==> src/rtl/qbp_pkg.sv <==
// Shared constants and register codes for the quadratic Bezier point evaluator.
// No dependencies; every other file of the block imports this package.
`default_nettype none
package qbp_pkg;

	localparam int STEP_W = 11;
	localparam int DATA_W = 16;
	localparam int CFG_IDX_W = 3;
	localparam int FRAC_W = 16;
	localparam int OUT_W = 32;
	localparam int TOL_W = 17;
	localparam logic [TOL_W-1:0] WHOLE_TOL_INV = 17'd100000;

	typedef enum logic [CFG_IDX_W-1:0] {
		REG_A_X = 3'd0,
		REG_A_Y = 3'd1,
		REG_B_X = 3'd2,
		REG_B_Y = 3'd3,
		REG_C_X = 3'd4,
		REG_C_Y = 3'd5,
		REG_STEPS = 3'd6
	} cfg_reg_t;

endpackage
`default_nettype wire

==> src/rtl/qbp_div_cell.sv <==
// One restoring-division cell: one quotient bit for each of the x and y lanes.
// Depends on qbp_pkg; cells are chained between qbp_front and qbp_round.
`default_nettype none
module qbp_div_cell import qbp_pkg::*; #(
	parameter int DW = 22,
	parameter int QB = 33,
	parameter bit CAPTURE = 1'b0
) (
	input wire logic clk,
	input wire logic arst_n,
	input wire logic v_in,
	output logic rdy_out,
	input wire logic [STEP_W-1:0] idx_in,
	input wire logic [DW-1:0] den_in,
	input wire logic [1:0] neg_in,
	input wire logic [DW-1:0] rem_x_in,
	input wire logic [DW-1:0] rem_y_in,
	input wire logic [QB-1:0] lq_x_in,
	input wire logic [QB-1:0] lq_y_in,
	input wire logic [DW-1:0] rwh_in,
	output logic v_out,
	input wire logic rdy_in,
	output logic [STEP_W-1:0] idx_out,
	output logic [DW-1:0] den_out,
	output logic [1:0] neg_out,
	output logic [DW-1:0] rem_x_out,
	output logic [DW-1:0] rem_y_out,
	output logic [QB-1:0] lq_x_out,
	output logic [QB-1:0] lq_y_out,
	output logic [DW-1:0] rwh_out
);
	logic v_q, en;
	logic [DW:0] tx, ty, dx, dy;
	logic gex, gey;
	logic [DW-1:0] rx_n, ry_n;

	assign en = !v_q || rdy_in;
	assign rdy_out = en;

	assign tx = {rem_x_in, lq_x_in[QB-1]};
	assign ty = {rem_y_in, lq_y_in[QB-1]};
	assign dx = tx - {1'b0, den_in};
	assign dy = ty - {1'b0, den_in};
	assign gex = tx >= {1'b0, den_in};
	assign gey = ty >= {1'b0, den_in};
	assign rx_n = gex ? dx[DW-1:0] : tx[DW-1:0];
	assign ry_n = gey ? dy[DW-1:0] : ty[DW-1:0];

	always_ff @(posedge clk or negedge arst_n) begin
		if (!arst_n) begin
			v_q <= 1'b0;
		end else if (en) begin
			v_q <= v_in;
		end
	end

	// Dividend bits leave at the top of lq while quotient bits enter at the bottom.
	always_ff @(posedge clk) begin
		if (en && v_in) begin
			idx_out <= idx_in;
			den_out <= den_in;
			neg_out <= neg_in;
			rem_x_out <= rx_n;
			rem_y_out <= ry_n;
			lq_x_out <= {lq_x_in[QB-2:0], gex};
			lq_y_out <= {lq_y_in[QB-2:0], gey};
			rwh_out <= CAPTURE ? rx_n : rwh_in;
		end
	end

	assign v_out = v_q;

endmodule
`default_nettype wire

==> config.mk <==
export PLATFORM = sky130hd
export DESIGN_NAME = qbp_div_cell
export DESIGN_NICKNAME = d
export VERILOG_FILES = /design/src/rtl/qbp_pkg.sv /design/src/rtl/qbp_div_cell.sv
export SDC_FILE = /design/constraint.sdc
export NUM_CORES = 1
export LEC_CHECK = 0
export BUFFER_PORTS_ARGS = -buffer_cell sky130_fd_sc_hd__buf_4
export CAP_MARGIN = 20
export CORE_AREA = 4 4 143 145
export DETAILED_ROUTE_END_ITERATION = 8
export DIE_AREA = 0 0 147 149
export GPL_TIMING_DRIVEN = 1
export PLACE_DENSITY = 0.73
export SKIP_LAST_GASP = 1
export SYNTH_ARGS = -nofsm -noshare
export SYNTH_HDL_FRONTEND = slang
export SYNTH_SLANG_ARGS = --single-unit
export TNS_END_PERCENT = 1
==> constraint.sdc <==
create_clock -name clk -period 9.4 [get_ports clk]
set_input_delay 0.47 -clock clk [delete_from_list [all_inputs] [get_ports clk]]
set_output_delay 0.47 -clock clk [all_outputs]
set_load 0.01 [all_outputs]
==> results.yml <==
sta:
  max_freq_mhz: 324
  finalCritPeriodShare_pct: 32.9
  hold_viol_final: 0
  fin_setup_tns_ns: 0
  slew_violations: 0
  rsz0062_at_grt: "no"
  setup_viol: 0
  fin_crit_ns: 3.09
  worstMarginPinSlew_ns: 0.946
  whs_ns: 0.218
  slew_headroom_pct: 36.7
  setup_ws_ns: 6.31
  fin_skew_ns: 0.00610
layout:
  layout_common_cells: "buf_4 (342), edfxtp_1 (167), ha_1 (44), a21oi_1 (38), inv_1 (32)"
  stdcell_count: 1164
  num-nets-final: 1103
  drive_gt1_share_pct: 46.7
  syn2layout_area_growth_pct: 42.9
  antenna_cells: 0
  utilization_pct: 59.3
  final_common_cell: "buf_4"
  fin_area_mm2: 0.0114
die:
  fp-row-count: 51
  core_area_mm2: 0.0192
  die-area_mm2: 0.0219
  die_w_um: 147
  pin_count: 340
  initial_core_util_pct: 41.5
  dieHeight_um: 149
placed_design:
  dp_cells: 1131
  portBuffers: 339
  gp_congestion: 0.918
  place_area_mm2: 0.0108
  dp_slack_ns: 5.88
  place_hpwl_um: 18500
worst_setup_path:
  cp.arrival_ns: 3.27
  startpoint_type: "input pin"
  crit_path_end_kind: "flop"
  cp_max_fo: 23
  critPathRequiredTime_ns: 9.58
  path_class: "input pin to flop"
global_route:
  gr-total-overflow: 0
  grt_start_max_net_pins: 73
  grt_pass1_wl_um: 33600
  antenna_found_initial: 0
  first_global_vias: 5647
  track_usage_pct: 20.2
power_and_ir_drop:
  p_seq_share_pct: 45.1
  clock_power_share_pct: 33.9
  switching_share_pct: 26.9
  p_per_area_mw_per_mm2: 177
  p_switching_mw: 0.542
  power_frac_comb_pct: 21.0
  ir_drop_mv: 0.118
  power_mw: 2.01
  internal_power_mw: 1.47
  p_leak_nw: 4.95
synth:
  synthCells: 532
  synth.distinct_cells: 57
  synth_ff_type: "edfxtp_1"
  async_reset_ff_share_pct: 0.595
  synth-warning-count: 0
  synth_nets: 749
  synth_area_per_cell_um2: 15.0
  synth_edf_count: 167
  synth.yosys.seq_area_share_pct: 63.3
  netlist_area_mm2: 0.00797
  ys_seq_elements: 168
drt:
  wl_um: 23100
  wire_per_inst_um: 19.9
  drt_iter0_markers: 239
  routed-via-count: 5737
  drc: 0
  antenna_left: 0
  viasPerCell: 4.93
  firstDrtPassIters: 4
run_status:
  outcome: "completed"
cts:
  cts_setup_buffers: 0
  clock_latency_ns: 0.42
  cts.sinks: 168
  numCtsBuffers: 17
  ctsRootBufferMaster: "clkbuf_16"
  cts_tree: "done"
  clock_path_buffers: 2
  htree_levels: 4
  path_clk_slew_ns: 0.07
hold_path:
  hold_path_class: "input pin to flop"
flow_run:
  maxCapViolations: 0
state kept, by name, summed over array words and instances (netlist names):
signal / cells
den_out: 22
v_out: 1
lq_y_out: 33
neg_out: 2
idx_out: 11
rwh_out: 22
rem_x_out: 22
lq_x_out: 33
rem_y_out: 22
what timing repair did:
item	4_1_cts	5_1_grt
endpoints found under the hold margin	1	0
hold buffers	1	0
endpoints found under the setup margin	0	0
gates resized for setup	0	0
per-layer routing:
layer  global-route usage, %  routed length, µm
met1                    23.5               8980
met2                    36.6              12300
met3                    5.93               1490
met4                    5.36                381
met5                       0                  0
power groups by stage:
stage	Clock, mW	Sequential [mW]	Combinational [mW]
finish	0.682	0.909	0.422
global route	0.733	0.913	0.455
CTS	0.697	0.909	0.425
detailed placement	0	0.925	0.423
global placement	0	0.924	0.419
floorplan	0	0.959	0.212
layout make-up:
class / instances / area [µm²]
Tap cell: 265 / 332
Fill cell: 1497 / 7830
Timing Repair Buffer: 343 / 2580
Clock inverter: 15 / 154
Multi-Input combinational cell: 324 / 2730
Clock buffer: 17 / 425
Sequential cell: 168 / 5040
Inverter: 32 / 120
synthesized netlist by cell type, types with 7 or more instances:
library cell  count  area share, %
inv_1            32            1.5
ha_1             44            6.9
o21ai_0          15           0.94
xnor2_1          27            3.0
a21oi_1          38            2.4
xor2_1           12            1.3
nor2_1           21           0.99
nand2b_1          7           0.55
edfxtp_1        167             63
nand2_1          18           0.85
a21o_1           17            1.6
mux2_4           29            5.5
final timing paths:
check	start	endpoint	slack, ns	cells after the start
max in group asynchronous	arst_n	v_out	8.93	2
setup / recovery	den_in[2]	rem_x_out[2]	6.31	11
setup reg to reg	v_out	rwh_out[14]	7.13	3
hold / removal	rwh_in[20]	rwh_out[20]	0.22	1
hold reg to reg	v_out	v_out	0.55	2
min in group asynchronous	arst_n	v_out	0.39	2
critical path, cell delays in order:
cell and delay (ns):
buf_4 0.09, inv_1 0.06, ha_1 0.39, o211ai_1 0.12, a21o_1 0.20, a31oi_4 0.22, a21boi_2 0.13, o31ai_4 0.24
a211oi_2 0.13, o21ai_4 0.77, mux2_2 0.41
logic make-up (layout without fill, tap and decap cells):
logic type               Yosys count  in the layout  share of synthesized area (%)
AO/OA/AOI/OAI                    116            116                           10.2
XOR/XNOR                          39             39                           4.29
adder cells (fa/ha/maj)           46             46                           7.41
buffers and inverters             40            407                           2.45
flip-flops                       168            168                           63.3
multiplexers                      44             44                           7.54
AND/OR/NAND/NOR                   79             79                           4.88
Power figures use the tool's default switching activity.
