**config.mk**
```make
export PLATFORM = sky130hd
export DESIGN_NAME = qbp_round
export DESIGN_NICKNAME = d
export VERILOG_FILES = /design/src/rtl/qbp_pkg.sv /design/src/rtl/qbp_round.sv
export SDC_FILE = /design/constraint.sdc
export NUM_CORES = 1
export LEC_CHECK = 0
export BUFFER_PORTS_ARGS = -buffer_cell sky130_fd_sc_hd__clkbuf_2
export CAP_MARGIN = 30
export CORE_ASPECT_RATIO = 1.25
export CORE_MARGIN = 5
export CORE_UTILIZATION = 46
export DETAILED_ROUTE_END_ITERATION = 8
export PLACE_DENSITY = 0.67
export SETUP_SLACK_MARGIN = 0.02
export SLEW_MARGIN = 20
export SYNTH_ARGS = -nofsm -noshare
export SYNTH_HDL_FRONTEND = slang
export SYNTH_SLANG_ARGS = --single-unit
```
**constraint.sdc**
```tcl
create_clock -name clk -period 3.1 [get_ports clk]
set_clock_uncertainty 0.2 [all_clocks]
set_input_delay 0.31 -clock clk [delete_from_list [all_inputs] [get_ports clk]]
set_output_delay 0.31 -clock clk [all_outputs]
set_load 0.005 [all_outputs]
```
**src/rtl/qbp_pkg.sv**
```systemverilog
// Shared constants and register codes for the quadratic Bezier point evaluator.
// No dependencies; every other file of the block imports this package.
`default_nettype none
package qbp_pkg;

	localparam int STEP_W = 11;
	localparam int DATA_W = 16;
	localparam int CFG_IDX_W = 3;
	localparam int FRAC_W = 16;
	localparam int OUT_W = 32;
	localparam int TOL_W = 17;
	localparam logic [TOL_W-1:0] WHOLE_TOL_INV = 17'd100000;

	typedef enum logic [CFG_IDX_W-1:0] {
		REG_A_X = 3'd0,
		REG_A_Y = 3'd1,
		REG_B_X = 3'd2,
		REG_B_Y = 3'd3,
		REG_C_X = 3'd4,
		REG_C_Y = 3'd5,
		REG_STEPS = 3'd6
	} cfg_reg_t;

endpackage
`default_nettype wire

```
**src/rtl/qbp_round.sv**
```systemverilog
// Output stage: rounding to Q16.16, sign, saturation and the whole-number flag.
// Depends on qbp_pkg; takes the last divider cell and drives the result ports.
`default_nettype none
module qbp_round import qbp_pkg::*; #(
	parameter int DW = 22,
	parameter int QB = 33
) (
	input wire logic clk,
	input wire logic arst_n,
	input wire logic v_in,
	output logic rdy_out,
	input wire logic [STEP_W-1:0] idx_in,
	input wire logic [DW-1:0] den_in,
	input wire logic [1:0] neg_in,
	input wire logic [QB-1:0] lq_x_in,
	input wire logic [QB-1:0] lq_y_in,
	input wire logic [DW-1:0] rwh_in,
	output logic out_valid,
	input wire logic out_ready,
	output logic [STEP_W-1:0] index_echo,
	output logic signed [OUT_W-1:0] curve_x,
	output logic signed [OUT_W-1:0] curve_y,
	output logic x_is_whole
);
	localparam int EW = (QB > OUT_W + 1) ? QB : OUT_W + 1;
	localparam logic [EW-1:0] POS_MAX = EW'(64'h7FFF_FFFF);
	localparam logic [EW-1:0] NEG_MAX = EW'(64'h8000_0000);

	logic en;
	logic [QB-1:0] lq [2];
	logic [QB:0] up [2];
	logic [EW-1:0] fx [2];
	logic [OUT_W-1:0] res [2];
	logic [DW+TOL_W-1:0] tol;

	assign en = !out_valid || out_ready;
	assign rdy_out = en;
	assign lq[0] = lq_x_in;
	assign lq[1] = lq_y_in;

	// The quotient carries one extra fraction bit, so adding one and dropping it
	// rounds half away from zero on the magnitude.
	always_comb begin
		for (int k = 0; k < 2; k++) begin
			up[k] = {1'b0, lq[k]} + (QB+1)'(1);
			fx[k] = EW'(up[k][QB:1]);
			if (neg_in[k]) begin
				res[k] = (fx[k] > NEG_MAX) ? (-NEG_MAX[OUT_W-1:0]) : (-fx[k][OUT_W-1:0]);
			end else begin
				res[k] = (fx[k] > POS_MAX) ? POS_MAX[OUT_W-1:0] : fx[k][OUT_W-1:0];
			end
		end
	end

	assign tol = rwh_in * WHOLE_TOL_INV;

	always_ff @(posedge clk or negedge arst_n) begin
		if (!arst_n) begin
			out_valid <= 1'b0;
		end else if (en) begin
			out_valid <= v_in;
		end
	end

	always_ff @(posedge clk) begin
		if (en && v_in) begin
			index_echo <= idx_in;
			curve_x <= res[0];
			curve_y <= res[1];
			x_is_whole <= (tol <= {TOL_W'(0), den_in});
		end
	end

endmodule
`default_nettype wire

```
==> impl_metrics.tcl, run 1 <==
set metrics [dict create \
    cts_buffer_depth 2 \
    rsz0062_at_grt "yes" \
    setup_viol 31 \
    port_buffers 204 \
    dieArea_sq_mm 0.0306 \
    start_kind "input port" \
    gp_congestion 0.932 \
    status "finished with violations" \
    htreeDepth 3 \
    routedWlPerCell_um 18.9 \
    ir_drop_mv 0.521 \
    p_leak_nw 8.97 \
    min_path_cells 3 \
    grtUsageTotal 0.281 \
    dominantRegCellSynth "edfxtp_1" \
    slew_viol_final 0 \
    hold_viol_final 0 \
    postRouteWirelength_um 46400 \
    synth_cell_type_count 89 \
    synth_area_leaders "edfxtp_1, ha_1, fa_1" \
    ys_top_cells_by_count "ha_1, inv_1, nor2_1, nand2_1, edfxtp_1" \
    end_kind "flop" \
    synth-edff-count 76 \
    grt-ovfl-total 0 \
    finalInstanceArea_sq_mm 0.0198 \
    root_buffer "clkbuf_16" \
    max_freq_ghz 0.198 \
    placed_area_sq_mm 0.0177 \
    fin_nets 2457 \
    rr_worst_depth 3 \
    yosysSeqAreaShare 0.184 \
    num_rows 67 \
    avgSynthCellArea_sq_um 8.61 \
    setup_slack_ns -1.94 \
    min_period_over_period 1.63 \
    violations "negative setup slack" \
    io_pins 205 \
    critPathMaxStageDelay_ns 0.53 \
    ant_nets 0 \
    ys_ff_latch 77 \
    start_util 0.466 \
    syn_nets 1801 \
    cts_tree "yes" \
    fin_util 0.737 \
    required_ns 3.08 \
    drc 0 \
    clk_pin_slew_ns 0.07 \
    total_power_mw 11.3 \
    cts_sinks 77 \
    drtIter0Drc 888 \
    hold-worst-slack_ns 0.0840 \
    final.min_clock_period_ns 5.04 \
    crit_chain "clkbuf_2, ha_4, ha_2, xor2_1, ha_1, fa_1, inv_1, fa_1, inv_1, ha_4, buf_4, nand3_1, o21bai_1, a211oi_2, xnor2_1, ha_1, a2111oi_4, o211ai_1, a2111oi_2, nand4_1, nor4_2" \
    grt_pass1_wl_um 70400 \
    cts_made_buffers 9 \
    place_inst 2376 \
    synthArstFlopShare 0.0130 \
    fillers 1935 \
    hold_class "input port to flop" \
    yosysTopAreaCellShare 0.182 \
    worstSetupPathType "input port to flop" \
    syn2layout_area_growth_pct 58.0 \
    cp_slowest_cell "fa_1" \
    yosys_warnings 0 \
    netlist_instances 1453 \
    critPathMaxFanout 4 \
    maxCapViolCount 0 \
    dieHeight_um 194 \
    crit_arrival_ns 5.02 \
    synth.most_common_cell "ha_1" \
    antenna_found_initial 2 \
    drive_gt1_frac 0.461 \
    grt_pass1_vias 14365 \
    final_cells 2460 \
    syn_area_sq_mm 0.0125 \
    die_w_um 157 \
    p_per_area_mw_per_mm2 570 \
    dpl.hpwl_um 35600 \
    firstDrtPassIters 7 \
    vias 14351 \
    core_area_sq_mm 0.0268 \
    vias_per_cell 5.83 \
    clk_latency_ns 0.34 \
    grt_max_degree 45 \
    max_slew.worst_pin.slew_ns 0.680 \
    relSlewSlack 0.542 \
    yosysTopAreaCell "edfxtp_1" \
]
==> flip-flops by register name (all words and copies together) (netlist names) <==
signal      count
curve_y        32
x_is_whole      1
out_valid       1
curve_x        32
index_echo     11
==> critical path, delay by kind of cell <==
family / cells / cell delay (ns)
AO/OA/AOI/OAI: 5 / 1.21
XOR/XNOR: 2 / 0.30
adder cells (fa/ha/maj): 7 / 2.41
buffers and inverters: 4 / 0.39
AND/OR/NAND/NOR: 3 / 0.38
==> cells by family (layout without fill, tap and decap cells) <==
family,Yosys count,in the layout,synth area share
DFF,77,77,0.184
other,0,1,0
xor gates and xnor gates,115,115,0.0805
muxes,14,14,0.0118
buffers and inverters,219,876,0.0718
and+or+nand+nor,475,476,0.208
AOI/OAI and AO/OA,332,335,0.191
adders and majority gates,221,221,0.253
==> what timing repair did <==
item / 4_1_cts / 5_1_grt
setup endpoints to repair: 64 / 62
cloned: 4 / 0
pin swaps: 39 / 56
endpoints found under the hold margin: 13 / 0
setup buffers: 23 / 30
resized for setup: 99 / 124
hold buffers: 13 / 0
==> power breakdown <==
| part | internal (mW) | switching, mW | total [mW] | leakage [nW] |
|---|---|---|---|---|
| clock network | 0.721 | 0.491 | 1.21 | 0.159 |
| logic | 4.36 | 4.42 | 8.78 | 8.08 |
| registers | 1.24 | 0.0303 | 1.27 | 0.736 |
==> routing by layer <==
metal	share of wire	global-route usage	vias to the layer above	routed length, um
met2	0.52	0.517	669	24100
met3	0.063	0.0278	220	2910
met1	0.36	0.325	6777	16900
met5	0.00054	0	-	25
li1	-	-	6681	-
met4	0.053	0.124	4	2470
==> path summary, 6_finish.rpt <==
| kind | slack, ns | start | endpoint |
|---|---|---|---|
| worst min-delay path | 0.08 | out_ready | out_valid |
| min in group asynchronous | 0.09 | arst_n | out_valid |
| worst max-delay path | -1.94 | rwh_in[6] | x_is_whole |
| max in group asynchronous | 2.51 | arst_n | out_valid |
| worst max register to register | 1.13 | out_valid | curve_y[10] |
| worst min register to register | 0.36 | out_valid | out_valid |
==> final cells by class <==
class,instances,area [sq um],area share
multi-input cells,1161,11000,0.557
repair buffers,707,5110,0.259
flip-flops and latches,77,2310,0.117
inverters,153,574,0.0291
well taps,345,432,0.0218
clock buffers,9,225,0.0114
clock inverters,7,105,0.00532
diodes,1,2.50,0.000127
==> placed cells by master (no fill, tap or decap), drive strengths merged, types with 6 or more instances in the layout <==
cell / count
o211ai: 8
a21oi: 73
inv: 156
or4: 16
o31ai: 9
dlygate4sd3: 13
nand3b: 8
a2111oi: 19
o31a: 9
nor2: 84
nand2b: 17
a31oi: 15
xor2: 60
nor4: 26
clkbuf: 206
a21o: 24
o22ai: 12
and2: 9
o21ai: 69
ha: 168
o21a: 12
nor2b: 11
nand4: 38
a211oi: 25
fa: 53
a22oi: 7
a211o: 6
edfxtp: 76
or3: 12
and3: 21
mux2: 6
nand2: 81
a221oi: 9
and4: 15
buf: 497
nand3: 69
nor3: 48
xnor2: 55
mux2i: 8
==> stage by stage <==
stage / setup TNS (ns) / setup WS (ns)
3_3_place_gp: -32.26 / -2.37
3_5_place_dp: -34.19 / -2.49
5_1_grt: -7.45 / -2.23
4_1_cts: -3.97 / -1.93
6_report: -5.16 / -1.94
2_1_floorplan: -17.80 / -1.84
Note: power is estimated with default switching activity, not from simulation.
==> run 2: changes to the inputs <==
--- a/config.mk
+++ b/config.mk
@@ -12,6 +12,7 @@
 export CORE_UTILIZATION = 46
 export DETAILED_ROUTE_END_ITERATION = 8
 export PLACE_DENSITY = 0.67
+export REMOVE_ABC_BUFFERS = 1
 export SETUP_SLACK_MARGIN = 0.02
 export SLEW_MARGIN = 20
 export SYNTH_ARGS = -nofsm -noshare
==> run 2 against run 1 <==
  * The run still ends with negative setup slack left
  * Critical path depth rose by 1
  * First-iteration DRC count rose by 6.4%
  * Final cell count rose by 0.45%
  * Die area did not move
  * Global-route usage rose by 0.70 points
  * Combinational power rose by 5.0%
  * Utilization rose by 0.89 points
  * Sequential cell count did not move
  * Sequential share of layout area fell by 0.14 points
  * Setup slack got worse by 0.14 ns
  * Sequential power barely moved
  * Non-clock buffer count rose by 12
==> impl_metrics.tcl, run 2 (synthesis results as in run 1) <==
set metrics [dict create \
    r2r-end "curve_x[21]" \
    ir_drop_mv 1.27 \
    required_ns 3.10 \
    port_buffers 204 \
    cts_buffer_depth 2 \
    setup_viol 54 \
    cts_made_buffers 9 \
    drc 0 \
    register_area_sq_mm 0.00231 \
    grt_pass1_vias 14715 \
    end_kind "flop" \
    wl_met3_um 3090 \
    slew_viol_final 0 \
    min_to "out_valid" \
    critPathMaxFanout 5 \
    start_util 0.466 \
    drive_gt1_frac 0.463 \
    setup_slack_ns -2.08 \
    wl_met1_um 17300 \
    dpl.hpwl_um 34800 \
    layout.cells.most_common "buf_4" \
    dieArea_sq_mm 0.0306 \
    reg_top3 "curve_x (32), curve_y (32), index_echo (11)" \
    drtIter0Drc 945 \
    io_pins 205 \
    postRouteWirelength_um 47800 \
    max_freq_ghz 0.193 \
    maxCapViolCount 0 \
    min_path_cells 3 \
    top_layer "met4" \
    vias_per_cell 5.84 \
    ant_nets 0 \
    rsz0062_at_grt "yes" \
    hold_class "input port to flop" \
    gp_congestion 0.967 \
    layout_common_cells "buf_4, clkbuf_2, inv_1" \
    min-delay-start "out_ready" \
    fillers 1851 \
    vias 14438 \
    htreeDepth 3 \
    multi_input_area_sq_mm 0.0111 \
    start_kind "input port" \
    relSlewSlack 0.592 \
    total_power_mw 11.7 \
    cts_sinks 77 \
    fin_nets 2469 \
    firstDrtPassIters 7 \
    violations "negative setup slack" \
    max_slew.worst_pin.slew_ns 0.611 \
    clk_latency_ns 0.36 \
    num_antenna_cells 0 \
    grt_max_degree 45 \
    routedWlPerCell_um 19.4 \
    p_per_area_mw_per_mm2 583 \
    dieHeight_um 194 \
    hold-worst-slack_ns 0.0654 \
    dr_wl_met2_um 24700 \
    grtUsageTotal 0.288 \
    final.min_clock_period_ns 5.18 \
    hold_viol_final 0 \
    rr_worst_depth 3 \
    min_period_over_period 1.67 \
    worstSetupPathType "input port to flop" \
    clk_pin_slew_ns 0.08 \
    fin_tns_setup_ns -6.98 \
    status "finished with violations" \
    crit_arrival_ns 5.19 \
    syn2layout_area_growth_pct 59.9 \
    p_leak_nw 8.99 \
    reg2reg_slack_ns 1.10 \
    antenna_found_initial 0 \
    num_rows 67 \
    core_area_sq_mm 0.0268 \
    root_buffer "clkbuf_16" \
    r2r-start "out_valid" \
    grt-ovfl-total 0 \
    die_w_um 157 \
    grt_pass1_wl_um 71800 \
    cts_tree "yes" \
]
[run 2: critical path, cell delays in order]
cell       delay [ns]
clkbuf_4         0.15
ha_4             0.25
ha_2             0.38
ha_4             0.22
fa_1             0.54
inv_1            0.06
fa_1             0.55
inv_1            0.08
ha_4             0.29
and3_4           0.19
nand3b_1         0.09
o21bai_2         0.21
buf_4            0.15
xor2_1           0.07
ha_1             0.33
nand4_1          0.13
nor4_2           0.27
a31oi_1          0.15
a2111oi_2        0.34
buf_4            0.18
nand4_1          0.10
nor4_2           0.14
[run 2: how the worst max path moves through the flow]
stage | startpoint | end | depth (start not counted) | slack [ns]
2_1_floorplan | rwh_in[2] | x_is_whole | 20 | -2.35
3_3_place_gp | rwh_in[2] | x_is_whole | 24 | -2.95
3_5_place_dp | rwh_in[2] | x_is_whole | 22 | -3.03
4_1_cts | rwh_in[2] | x_is_whole | 23 | -2.05
5_1_grt | rwh_in[3] | x_is_whole | 26 | -2.31
6_report | rwh_in[1] | x_is_whole | 22 | -2.08
[run 2: where the power goes]
group	internal, mW	total, mW	switching (mW)
registers	1.23	1.26	0.0220
logic	4.60	9.22	4.62
clock network	0.643	1.19	0.549
[run 2: timing repair]
action                                  CTS  global route
gates resized for setup                 216           159
endpoints found under the setup margin   64            65
endpoints found under the hold margin    13             0
pin swaps                                94            72
gates cloned                              4             1
hold buffers                             13             0
setup buffers                            29            25
[run 2: final cells by class]
cell class                      count  area share
Clock buffer                        9      0.0113
Tap cell                          345      0.0216
Clock inverter                      7     0.00419
Sequential cell                    77       0.115
Multi-Input combinational cell   1161       0.555
Inverter                          153      0.0287
Timing Repair Buffer              719       0.264
[run 2: metrics by stage]
stage	cells	utilization	setup WS (ns)	area (sq um)
after floorplan	1387	-	-2.35	12200
after detailed placement	2386	0.635	-3.03	17000
after global placement	2386	0.635	-2.95	17000
after CTS	2448	0.709	-2.05	19000
after global routing	2471	0.746	-2.31	20000
final	2471	0.746	-2.08	20000
[run 2: metal layers]
metal / track usage / vias to the layer above
li1: - / 6692
met1: 0.320 / 6908
met2: 0.521 / 627
met3: 0.0445 / 211
met4: 0.153 / 0
met5: 0 / -
